$ cat src/design/qou_pkg.sv
// ---------------------------------------------------------------------------
// qou_pkg: shared types and constants of the quaternion orientation unit
// Operation codes, Q2.14 constants and the Hamilton product term table.
// ---------------------------------------------------------------------------
package qou_pkg;

   typedef logic signed [15:0] comp_type;
   typedef logic [1:0]         op_type;

   localparam op_type OP_LOAD = 2'd0;
   localparam op_type OP_MUL  = 2'd1;
   localparam op_type OP_INT  = 2'd2;
   localparam op_type OP_NORM = 2'd3;

   localparam comp_type Q_ONE = 16'sd16384;
   localparam int       COMP_W = 16;

   // one term a[x] * b[y] of a Hamilton product component, with its sign
   typedef struct packed {
      logic [1:0] a_idx;
      logic [1:0] b_idx;
      logic       neg;
   } term_type;

   // serial multiplier control
   typedef struct packed {
      logic     start;
      comp_type a;
      comp_type b;
   } mul_req_type;

   function automatic term_type term_lookup(input logic [1:0] comp, input logic [1:0] term);
      term_type t;
      t = '{a_idx: 2'd0, b_idx: 2'd0, neg: 1'b0};
      unique case ({comp, term})
         4'h0: t = '{a_idx: 2'd0, b_idx: 2'd0, neg: 1'b0};
         4'h1: t = '{a_idx: 2'd1, b_idx: 2'd1, neg: 1'b1};
         4'h2: t = '{a_idx: 2'd2, b_idx: 2'd2, neg: 1'b1};
         4'h3: t = '{a_idx: 2'd3, b_idx: 2'd3, neg: 1'b1};
         4'h4: t = '{a_idx: 2'd0, b_idx: 2'd1, neg: 1'b0};
         4'h5: t = '{a_idx: 2'd1, b_idx: 2'd0, neg: 1'b0};
         4'h6: t = '{a_idx: 2'd2, b_idx: 2'd3, neg: 1'b0};
         4'h7: t = '{a_idx: 2'd3, b_idx: 2'd2, neg: 1'b1};
         4'h8: t = '{a_idx: 2'd0, b_idx: 2'd2, neg: 1'b0};
         4'h9: t = '{a_idx: 2'd2, b_idx: 2'd0, neg: 1'b0};
         4'ha: t = '{a_idx: 2'd3, b_idx: 2'd1, neg: 1'b0};
         4'hb: t = '{a_idx: 2'd1, b_idx: 2'd3, neg: 1'b1};
         4'hc: t = '{a_idx: 2'd0, b_idx: 2'd3, neg: 1'b0};
         4'hd: t = '{a_idx: 2'd3, b_idx: 2'd0, neg: 1'b0};
         4'he: t = '{a_idx: 2'd1, b_idx: 2'd2, neg: 1'b0};
         4'hf: t = '{a_idx: 2'd2, b_idx: 2'd1, neg: 1'b1};
         default: t = '{a_idx: 2'd0, b_idx: 2'd0, neg: 1'b0};
      endcase
      return t;
   endfunction

endpackage

$ cat src/design/qou_mul.sv
// ---------------------------------------------------------------------------
// qou_mul: bit-serial signed 16x16 multiplier
// Shift-add over the multiplier bits, one bit per cycle, sign bit
// weighted negative; done pulses in the cycle after the sixteenth step.
// ---------------------------------------------------------------------------
module qou_mul (
   input  logic                 clock,
   input  logic                 reset,
   input  qou_pkg::mul_req_type mul_req,
   output logic                 done,
   output logic signed [31:0]   prod
);
   import qou_pkg::*;

   logic signed [17:0] hi_ff, hi_in;
   logic [15:0]        lo_ff, lo_in;
   comp_type           mc_ff, mc_in;
   logic [3:0]         cnt_ff, cnt_in;
   logic               busy_ff, busy_in;
   logic               done_ff, done_in;
   logic signed [17:0] addend;
   logic signed [17:0] sum;

   // one multiplier bit per cycle
   always_comb begin
      hi_in   = hi_ff;
      lo_in   = lo_ff;
      mc_in   = mc_ff;
      cnt_in  = cnt_ff;
      busy_in = busy_ff;
      done_in = 1'b0;
      addend  = '0;
      sum     = hi_ff;
      if (mul_req.start) begin
         hi_in   = '0;
         lo_in   = mul_req.b;
         mc_in   = mul_req.a;
         cnt_in  = '0;
         busy_in = 1'b1;
      end else if (busy_ff) begin
         if (lo_ff[0]) begin
            addend = (cnt_ff == 4'd15) ? -18'(mc_ff) : 18'(mc_ff);
         end
         sum    = hi_ff + addend;
         hi_in  = sum >>> 1;
         lo_in  = {sum[0], lo_ff[15:1]};
         cnt_in = cnt_ff + 4'd1;
         if (cnt_ff == 4'd15) begin
            busy_in = 1'b0;
            done_in = 1'b1;
         end
      end
   end

   always_ff @(posedge clock) begin
      hi_ff  <= hi_in;
      lo_ff  <= lo_in;
      mc_ff  <= mc_in;
      cnt_ff <= cnt_in;
      if (reset) begin
         busy_ff <= 1'b0;
         done_ff <= 1'b0;
      end else begin
         busy_ff <= busy_in;
         done_ff <= done_in;
      end
   end

   assign done = done_ff;
   assign prod = {hi_ff[15:0], lo_ff};

endmodule

$ cat src/design/quaternion_orientation_unit.sv
// Load passes the input straight on; multiply and integrate run one serial product
// per term; normalize sums the squares, then per component a square and root search.
// One item at a time: the input stalls until the item is committed.
// An item is taken while the previous result still waits on the output.
// Reset (synchronous, active high) sets the orientation to identity, clears valid.
// ---------------------------------------------------------------------------
// quaternion_orientation_unit: stored orientation quaternion in Q2.14
// Load, Hamilton multiply, vector integrate and normalize, with saturation
// and zero-norm flags; arithmetic through one bit-serial multiplier.
// ---------------------------------------------------------------------------
module quaternion_orientation_unit (
   input  logic               clock,
   input  logic               reset,
   input  logic               req_valid,
   output logic               req_stall,
   input  qou_pkg::op_type    req_op,
   input  qou_pkg::comp_type  req_in_r,
   input  qou_pkg::comp_type  req_in_i,
   input  qou_pkg::comp_type  req_in_j,
   input  qou_pkg::comp_type  req_in_k,
   output logic               rsp_valid,
   input  logic               rsp_stall,
   output qou_pkg::comp_type  rsp_out_r,
   output qou_pkg::comp_type  rsp_out_i,
   output qou_pkg::comp_type  rsp_out_j,
   output qou_pkg::comp_type  rsp_out_k,
   output logic               rsp_saturated,
   output logic               rsp_zero_norm
);
   import qou_pkg::*;

   localparam int NW = 70;
   localparam int AW = 38;

   localparam logic [2:0] S_IDLE  = 3'd0;
   localparam logic [2:0] S_START = 3'd1;
   localparam logic [2:0] S_PROD  = 3'd2;
   localparam logic [2:0] S_DSQ   = 3'd3;
   localparam logic [2:0] S_CSQ   = 3'd4;
   localparam logic [2:0] S_ITER  = 3'd5;
   localparam logic [2:0] S_FIN   = 3'd6;
   localparam logic [2:0] S_DONE  = 3'd7;

   logic [2:0]          state_ff, state_in;
   op_type              op_ff, op_in;
   comp_type            s_ff [4];
   comp_type            s_in [4];
   comp_type            q_ff [4];
   comp_type            q_in [4];
   comp_type            res_ff [4];
   comp_type            res_in [4];
   comp_type            out_ff [4];
   comp_type            out_in [4];
   logic signed [AW-1:0] acc_ff, acc_in;
   logic [1:0]          comp_ff, comp_in;
   logic [1:0]          term_ff, term_in;
   logic                sat_ff, sat_in, zn_ff, zn_in;
   logic                osat_ff, osat_in, ozn_ff, ozn_in;
   logic                vld_ff, vld_in;
   logic [33:0]         d_ff, d_in;
   logic signed [NW-1:0] r_ff, r_in, da_ff, da_in;
   logic [14:0]         n_ff, n_in;
   logic [3:0]          bit_ff, bit_in;
   logic                neg_ff, neg_in;

   mul_req_type         mul_req;
   logic                mul_done;
   logic signed [31:0]  mul_prod;

   term_type            tcur, tnxt;
   logic signed [AW-1:0] pext, acc_sum, rnd_val, rnd_sh;
   logic signed [NW-1:0] dext, delta, trial;
   logic [4:0]          sh_a, sh_b;
   logic                fire;

   qou_mul u_mul (
      .clock   (clock),
      .reset   (reset),
      .mul_req (mul_req),
      .done    (mul_done),
      .prod    (mul_prod)
   );

   assign fire = req_valid && !req_stall;

   // sequence items through the serial multiplier and the root search
   always_comb begin
      state_in = state_ff;
      op_in    = op_ff;
      s_in     = s_ff;
      q_in     = q_ff;
      res_in   = res_ff;
      out_in   = out_ff;
      acc_in   = acc_ff;
      comp_in  = comp_ff;
      term_in  = term_ff;
      sat_in   = sat_ff;
      zn_in    = zn_ff;
      osat_in  = osat_ff;
      ozn_in   = ozn_ff;
      vld_in   = vld_ff;
      d_in     = d_ff;
      r_in     = r_ff;
      da_in    = da_ff;
      n_in     = n_ff;
      bit_in   = bit_ff;
      neg_in   = neg_ff;
      mul_req  = '{start: 1'b0, a: '0, b: '0};
      tcur     = term_lookup(comp_ff, term_ff);
      tnxt     = term_lookup(comp_ff, term_ff + 2'd1);
      pext     = AW'(mul_prod);
      acc_sum  = tcur.neg ? acc_ff - pext : acc_ff + pext;
      rnd_val  = '0;
      rnd_sh   = '0;
      dext     = $signed({{(NW-34){1'b0}}, d_ff});
      sh_a     = 5'(bit_ff) + 5'd2;
      sh_b     = {bit_ff, 1'b0} + 5'd2;
      delta    = (da_ff <<< sh_a) + (dext <<< sh_b);
      trial    = r_ff - delta;

      // drop the result on the output when the consumer is free
      if (vld_ff && !rsp_stall) begin
         vld_in = 1'b0;
      end

      unique case (state_ff)
         S_IDLE: begin
            if (fire) begin
               op_in  = req_op;
               s_in[0] = (req_op == OP_INT) ? '0 : req_in_r;
               s_in[1] = req_in_i;
               s_in[2] = req_in_j;
               s_in[3] = req_in_k;
               sat_in = 1'b0;
               zn_in  = 1'b0;
               comp_in = '0;
               term_in = '0;
               acc_in  = '0;
               d_in    = '0;
               state_in = S_START;
            end
         end
         S_START: begin
            tcur = term_lookup(2'd0, 2'd0);
            if (op_ff == OP_LOAD) begin
               res_in   = s_ff;
               state_in = S_DONE;
            end else if (op_ff == OP_NORM) begin
               mul_req  = '{start: 1'b1, a: q_ff[0], b: q_ff[0]};
               state_in = S_DSQ;
            end else begin
               mul_req.start = 1'b1;
               mul_req.a = (op_ff == OP_MUL) ? q_ff[tcur.a_idx] : s_ff[tcur.a_idx];
               mul_req.b = (op_ff == OP_MUL) ? s_ff[tcur.b_idx] : q_ff[tcur.b_idx];
               state_in  = S_PROD;
            end
         end
         S_PROD: begin
            if (mul_done) begin
               if (term_ff != 2'd3) begin
                  acc_in  = acc_sum;
                  term_in = term_ff + 2'd1;
                  mul_req.start = 1'b1;
                  mul_req.a = (op_ff == OP_MUL) ? q_ff[tnxt.a_idx] : s_ff[tnxt.a_idx];
                  mul_req.b = (op_ff == OP_MUL) ? s_ff[tnxt.b_idx] : q_ff[tnxt.b_idx];
               end else begin
                  // round half up, then clip to the 16-bit range
                  if (op_ff == OP_INT) begin
                     rnd_val = acc_sum + (AW'(q_ff[comp_ff]) <<< 15) + AW'(32'sd16384);
                     rnd_sh  = rnd_val >>> 15;
                  end else begin
                     rnd_val = acc_sum + AW'(32'sd8192);
                     rnd_sh  = rnd_val >>> 14;
                  end
                  if (rnd_sh > AW'(32'sd32767)) begin
                     res_in[comp_ff] = 16'sh7fff;
                     sat_in = 1'b1;
                  end else if (rnd_sh < -AW'(32'sd32768)) begin
                     res_in[comp_ff] = 16'sh8000;
                     sat_in = 1'b1;
                  end else begin
                     res_in[comp_ff] = rnd_sh[15:0];
                  end
                  acc_in  = '0;
                  term_in = '0;
                  if (comp_ff != 2'd3) begin
                     comp_in = comp_ff + 2'd1;
                     tnxt = term_lookup(comp_ff + 2'd1, 2'd0);
                     mul_req.start = 1'b1;
                     mul_req.a = (op_ff == OP_MUL) ? q_ff[tnxt.a_idx] : s_ff[tnxt.a_idx];
                     mul_req.b = (op_ff == OP_MUL) ? s_ff[tnxt.b_idx] : q_ff[tnxt.b_idx];
                  end else begin
                     state_in = S_DONE;
                  end
               end
            end
         end
         S_DSQ: begin
            // accumulate the squared norm
            if (mul_done) begin
               d_in = d_ff + 34'(mul_prod[30:0]);
               if (comp_ff != 2'd3) begin
                  comp_in = comp_ff + 2'd1;
                  mul_req = '{start: 1'b1, a: q_ff[comp_ff + 2'd1], b: q_ff[comp_ff + 2'd1]};
               end else if (d_in == '0) begin
                  res_in[0] = Q_ONE;
                  res_in[1] = '0;
                  res_in[2] = '0;
                  res_in[3] = '0;
                  zn_in     = 1'b1;
                  state_in  = S_DONE;
               end else begin
                  comp_in  = '0;
                  mul_req  = '{start: 1'b1, a: q_ff[0], b: q_ff[0]};
                  state_in = S_CSQ;
               end
            end
         end
         S_CSQ: begin
            if (mul_done) begin
               r_in     = (NW'(mul_prod) <<< 30) - dext;
               da_in    = -dext;
               n_in     = '0;
               bit_in   = 4'd14;
               neg_in   = q_ff[comp_ff][15];
               state_in = S_ITER;
            end
         end
         S_ITER: begin
            // try one result bit per cycle
            if ((bit_ff == 4'd14 || !n_ff[14]) && trial >= 0) begin
               r_in  = trial;
               da_in = da_ff + (dext <<< (5'(bit_ff) + 5'd1));
               n_in  = n_ff | (15'd1 << bit_ff);
            end
            if (bit_ff == 4'd0) begin
               state_in = S_FIN;
            end else begin
               bit_in = bit_ff - 4'd1;
            end
         end
         S_FIN: begin
            // final round-up step and sign restore
            trial = r_ff - ((da_ff <<< 2) + (dext <<< 2));
            n_in  = n_ff;
            if (!n_ff[14] && trial >= 0) begin
               n_in = n_ff + 15'd1;
            end
            res_in[comp_ff] = neg_ff ? -$signed({1'b0, n_in}) : $signed({1'b0, n_in});
            if (comp_ff != 2'd3) begin
               comp_in  = comp_ff + 2'd1;
               mul_req  = '{start: 1'b1, a: q_ff[comp_ff + 2'd1], b: q_ff[comp_ff + 2'd1]};
               state_in = S_CSQ;
            end else begin
               state_in = S_DONE;
            end
         end
         S_DONE: begin
            // commit once the output register is free
            if (!vld_ff || !rsp_stall) begin
               q_in     = res_ff;
               out_in   = res_ff;
               osat_in  = sat_ff;
               ozn_in   = zn_ff;
               vld_in   = 1'b1;
               state_in = S_IDLE;
            end
         end
         default: state_in = S_IDLE;
      endcase
   end

   always_ff @(posedge clock) begin
      op_ff   <= op_in;
      s_ff    <= s_in;
      res_ff  <= res_in;
      out_ff  <= out_in;
      acc_ff  <= acc_in;
      comp_ff <= comp_in;
      term_ff <= term_in;
      sat_ff  <= sat_in;
      zn_ff   <= zn_in;
      osat_ff <= osat_in;
      ozn_ff  <= ozn_in;
      d_ff    <= d_in;
      r_ff    <= r_in;
      da_ff   <= da_in;
      n_ff    <= n_in;
      bit_ff  <= bit_in;
      neg_ff  <= neg_in;
      if (reset) begin
         state_ff <= S_IDLE;
         vld_ff   <= 1'b0;
         q_ff[0]  <= Q_ONE;
         q_ff[1]  <= '0;
         q_ff[2]  <= '0;
         q_ff[3]  <= '0;
      end else begin
         state_ff <= state_in;
         vld_ff   <= vld_in;
         q_ff     <= q_in;
      end
   end

   assign req_stall     = (state_ff != S_IDLE);
   assign rsp_valid     = vld_ff;
   assign rsp_out_r     = out_ff[0];
   assign rsp_out_i     = out_ff[1];
   assign rsp_out_j     = out_ff[2];
   assign rsp_out_k     = out_ff[3];
   assign rsp_saturated = osat_ff;
   assign rsp_zero_norm = ozn_ff;

`ifndef SYNTHESIS
   // both flags never come from one item
   a_flags_excl: assert property (@(posedge clock) disable iff (reset)
      rsp_valid |-> !(rsp_saturated && rsp_zero_norm))
      else $error("saturated and zero_norm both set");

   // an accepted item holds off the next one
   a_busy_after_fire: assert property (@(posedge clock) disable iff (reset)
      fire |=> req_stall)
      else $error("input not stalled after accept");

   // multiplier results arrive only while a product is awaited
   a_mul_done_state: assert property (@(posedge clock) disable iff (reset)
      mul_done |-> (state_ff == S_PROD || state_ff == S_DSQ || state_ff == S_CSQ))
      else $error("stray multiplier result");

   // normalize results stay within unit magnitude
   a_norm_range: assert property (@(posedge clock) disable iff (reset)
      (state_ff == S_FIN) |=> (n_ff <= 15'd16384))
      else $error("normalize magnitude out of range");
`endif

endmodule
$ cat config.mk
export PLATFORM = sky130hd
export DESIGN_NAME = quaternion_orientation_unit
export DESIGN_NICKNAME = d
export VERILOG_FILES = /design/src/design/qou_pkg.sv /design/src/design/qou_mul.sv /design/src/design/quaternion_orientation_unit.sv
export SDC_FILE = /design/constraint.sdc
export NUM_CORES = 2
export LEC_CHECK = 0
export BUFFER_PORTS_ARGS = -buffer_cell sky130_fd_sc_hd__buf_2
export CAP_MARGIN = 25
export CELL_PAD_IN_SITES_DETAIL_PLACEMENT = 0
export CELL_PAD_IN_SITES_GLOBAL_PLACEMENT = 2
export CORE_MARGIN = 4
export CORE_UTILIZATION = 41
export CTS_CLUSTER_SIZE = 28
export DETAILED_ROUTE_END_ITERATION = 7
export PLACE_DENSITY = 0.81
export SLEW_MARGIN = 20
export SYNTH_ARGS = -nofsm -noshare
export SYNTH_HDL_FRONTEND = slang
export SYNTH_HIERARCHICAL = 1
export SYNTH_SLANG_ARGS = --single-unit
$ cat constraint.sdc
create_clock -name clock -period 25.6 [get_ports clock]
set_clock_uncertainty 0.05 [all_clocks]
set_input_delay 5.12 -clock clock [delete_from_list [all_inputs] [get_ports clock]]
set_output_delay 5.12 -clock clock [all_outputs]
set_load 0.005 [all_outputs]
==> flow_metrics.env <==
export IMPL_multi_input_area_um2=38600
export IMPL_worstPathRequired_ns=25.83
export IMPL_place_hpwl_um=186700
export IMPL_vias=53370
export IMPL_overflow=0
export IMPL_start_util=0.4148
export IMPL_clock_sinks=557
export IMPL_drtIter0Drc=5398
export IMPL_cts_buffer_depth=3
export IMPL_cts_resized=0
export IMPL_worst_ep_arrival_time_ns=10.00
export IMPL_critPathBufInv=6
export IMPL_place_congestion=1.007
export IMPL_dpl_cell_area_um2=59780
export IMPL_fin_cells=8495
export IMPL_async_reset_ff_frac=0
export IMPL_drt_pass1_iterations=6
export IMPL_netlist_instances=6668
export IMPL_area_growth_syn_to_layout_pct=8.682
export IMPL_synthSimpleGateAreaFrac=0.1703
export IMPL_syn_num_nets=7220
export IMPL_synth_seq_area_share=0.2760
export IMPL_die_w_um=381.9
export IMPL_die_y_um=381.9
export IMPL_start_kind="flip-flop"
export IMPL_crit_type="flip-flop to flip-flop"
export IMPL_clkLatencyLatePin_ns=0.69
export IMPL_maxCapViolCount=0
export IMPL_holdBufCountCts=0
export IMPL_period_minus_slack_ns=9.773
export IMPL_ys_types=110
export IMPL_io_pins=138
export IMPL_synth_compound_area_frac=0.2131
export IMPL_critPathMaxStageDelay_ns=0.84
export IMPL_gr_usage_all_layers=0.3199
export IMPL_syn_area_um2=57310
export IMPL_synthTopCellsByCount="nand2_1 (792), a21oi_1 (595), o21ai_0 (496), nor2_1 (486), edfxtp_1 (466)"
export IMPL_max_freq_mhz=102.3
export IMPL_max_slew_margin_rel=0.2616
export IMPL_status="finished clean"
export IMPL_finalWirelength_um=241100
export IMPL_crit_family="compound AO/OA/AOI/OAI gates"
export IMPL_clock_root_buffer="clkbuf_16"
export IMPL_yosys_most_used_dff="edfxtp_1"
export IMPL_synth_seq_cells=557
export IMPL_yosys_top_cells_area="edfxtp_1 (24%), ha_1 (8.3%), mux4_2 (6.6%), a21oi_1 (5.2%), nand2_1 (5.2%)"
export IMPL_grt_pass1_vias=51100
export IMPL_fillers=13880
export IMPL_avgSynthCellArea_um2=8.595
export IMPL_coreArea_um2=138200
export IMPL_rsz0062_at_grt="no"
export IMPL_final_max_slew_violation_count=0
export IMPL_yosysMostFrequentCell="nand2_1"
export IMPL_synth_top_family_by_area="compound AO/OA/AOI/OAI gates"
export IMPL_fp_dieArea_um2=145800
export IMPL_hold_viol_final=0
export IMPL_cts_buffers=72
export IMPL_clkTransAtPathRegs_ns=0.07
export IMPL_ant_nets=0
export IMPL_synthAdderAreaFrac=0.1187
export IMPL_wl_per_cell_um=28.38
export IMPL_worstMarginPinSlew_ns=1.100
export IMPL_hold_path_class="flip-flop to flip-flop"
export IMPL_yosys_mux_area_fraction=0.1132
export IMPL_cts_tree="done"
export IMPL_routed_via_density=6.282
export IMPL_end_kind="flip-flop"
export IMPL_drc=0
export IMPL_fin_setup_tns_ns=0
export IMPL_stdcell_area_um2=62290
export IMPL_seqCellArea_um2=15820
export IMPL_cts_setup_buffers=0
export IMPL_rows=136
export IMPL_critPathMostFrequentCell="buf_4"
export IMPL_slowest_stage="o31ai_1"
export IMPL_h_tree_depth=3
export IMPL_antenna_found_initial=4
export IMPL_setup_violations=0
export IMPL_drive_gt1_frac=0.1118
export IMPL_dpl_cell_count=8353
export IMPL_period_share=0.3818
export IMPL_fin_nets=7119
export IMPL_yosysTopAreaCell="edfxtp_1"
export IMPL_netlist_area_leader_share=0.2442
export IMPL_grt_max_degree=75
export IMPL_portBuffers=137
export IMPL_yosysWarnings=6
export IMPL_critical_path_max_fanout=58
export IMPL_grt_pass1_wl_um=349800
export IMPL_synthXorXnorAreaFrac=0.05325
export IMPL_synth_edf_count=466
[flip-flops by register name (all words and copies together) (netlist names), 15 cells and up]
signal and flops:
u_mul/lo_ff 16, res_ff 64, rsp_out_r 16, n_ff 15, rsp_out_i 16, u_mul/mc_ff 16, rsp_out_j 16, d_ff 34
da_ff 70, rsp_out_k 16, s_ff 64, acc_ff 38, r_ff 70, q_ff 64, u_mul/hi_ff 17
[layout make-up]
class,count,share of cell area
multi-input cells,5299,0.6197
flip-flops and latches,557,0.2539
well taps,1863,0.03742
clock buffers,83,0.03093
repair buffers,268,0.02694
inverters,369,0.02228
clock inverters,51,0.008638
diodes,5,0.0002009
[worst reg2reg max path: cells and delay by family, from the launching register on]
kind	cells	cell delay [ns]
adders and majority gates	4	1.35
AOI/OAI and AO/OA	12	3.39
xor gates and xnor gates	1	0.24
buffers and inverters	6	2.42
DFF	1	0.35
and+or+nand+nor	4	1.48
[cell families (layout without fill, tap and decap cells)]
logic type      count (synthesis)  in the layout
fa+ha+maj                     482            482
compound gates               1951           1951
buf+inv                       812            771
flops                         557            557
xor+xnor                      346            346
simple gates                 2089           2089
other cells                     0              5
mux                           431            431
[layout by cell type (no fill, tap or decap), types with 33 or more instances in the layout]
master       n
o31ai_1     38
nor3_1     113
a211oi_1    44
ha_1       374
inv_1      360
mux2i_1    212
nand4_1     78
o22ai_1     65
nand2_1    790
and2_1     101
or3_1       33
buf_2      137
buf_4      129
xor2_1     136
mux4_2     168
a21o_1     154
nor2_1     482
o211ai_1    44
edfxtp_1   466
and3_1      59
nor4_1      37
clkbuf_16   75
a21oi_1    590
nor2b_1     56
xnor2_1    203
nand3_1    145
dfxtp_1     91
nand2b_1    55
a41oi_1     50
fa_1       103
mux2_2      49
o21a_1      77
o21ai_0    496
a31oi_1     67
[metal layers]
layer	GRT usage	wire, um	vias to the layer above
li1	-	-	24360
met5	0	19	-
met2	0.5078	108300	2353
met3	0.03914	15880	529
met4	0.1909	16840	2
met1	0.4188	100100	26130
[final timing paths]
check,startpoint,end,slack (ns),cells past startpoint
worst max-delay path,bit_ff[1],da_ff[32],15.83,27
worst min-delay path,res_ff[3],rsp_out_k[3],0.43,0
worst max register to register,bit_ff[1],da_ff[32],15.83,27
worst min register to register,res_ff[3],rsp_out_k[3],0.43,0
[stage by stage]
step | hold WS, ns | worst slack [ns] | util
floorplan | 0.3503 | 7.274 | -
global placement | 0.4185 | 15.25 | 0.4324
detailed placement | 0.4260 | 15.30 | 0.4326
CTS | 0.4277 | 15.32 | 0.4505
global route | 0.4520 | 15.47 | 0.4507
finish | 0.4318 | 15.83 | 0.4508
Power is not shown: default switching activity piles up to over one toggle a cycle in this logic, so the estimate is an artifact.
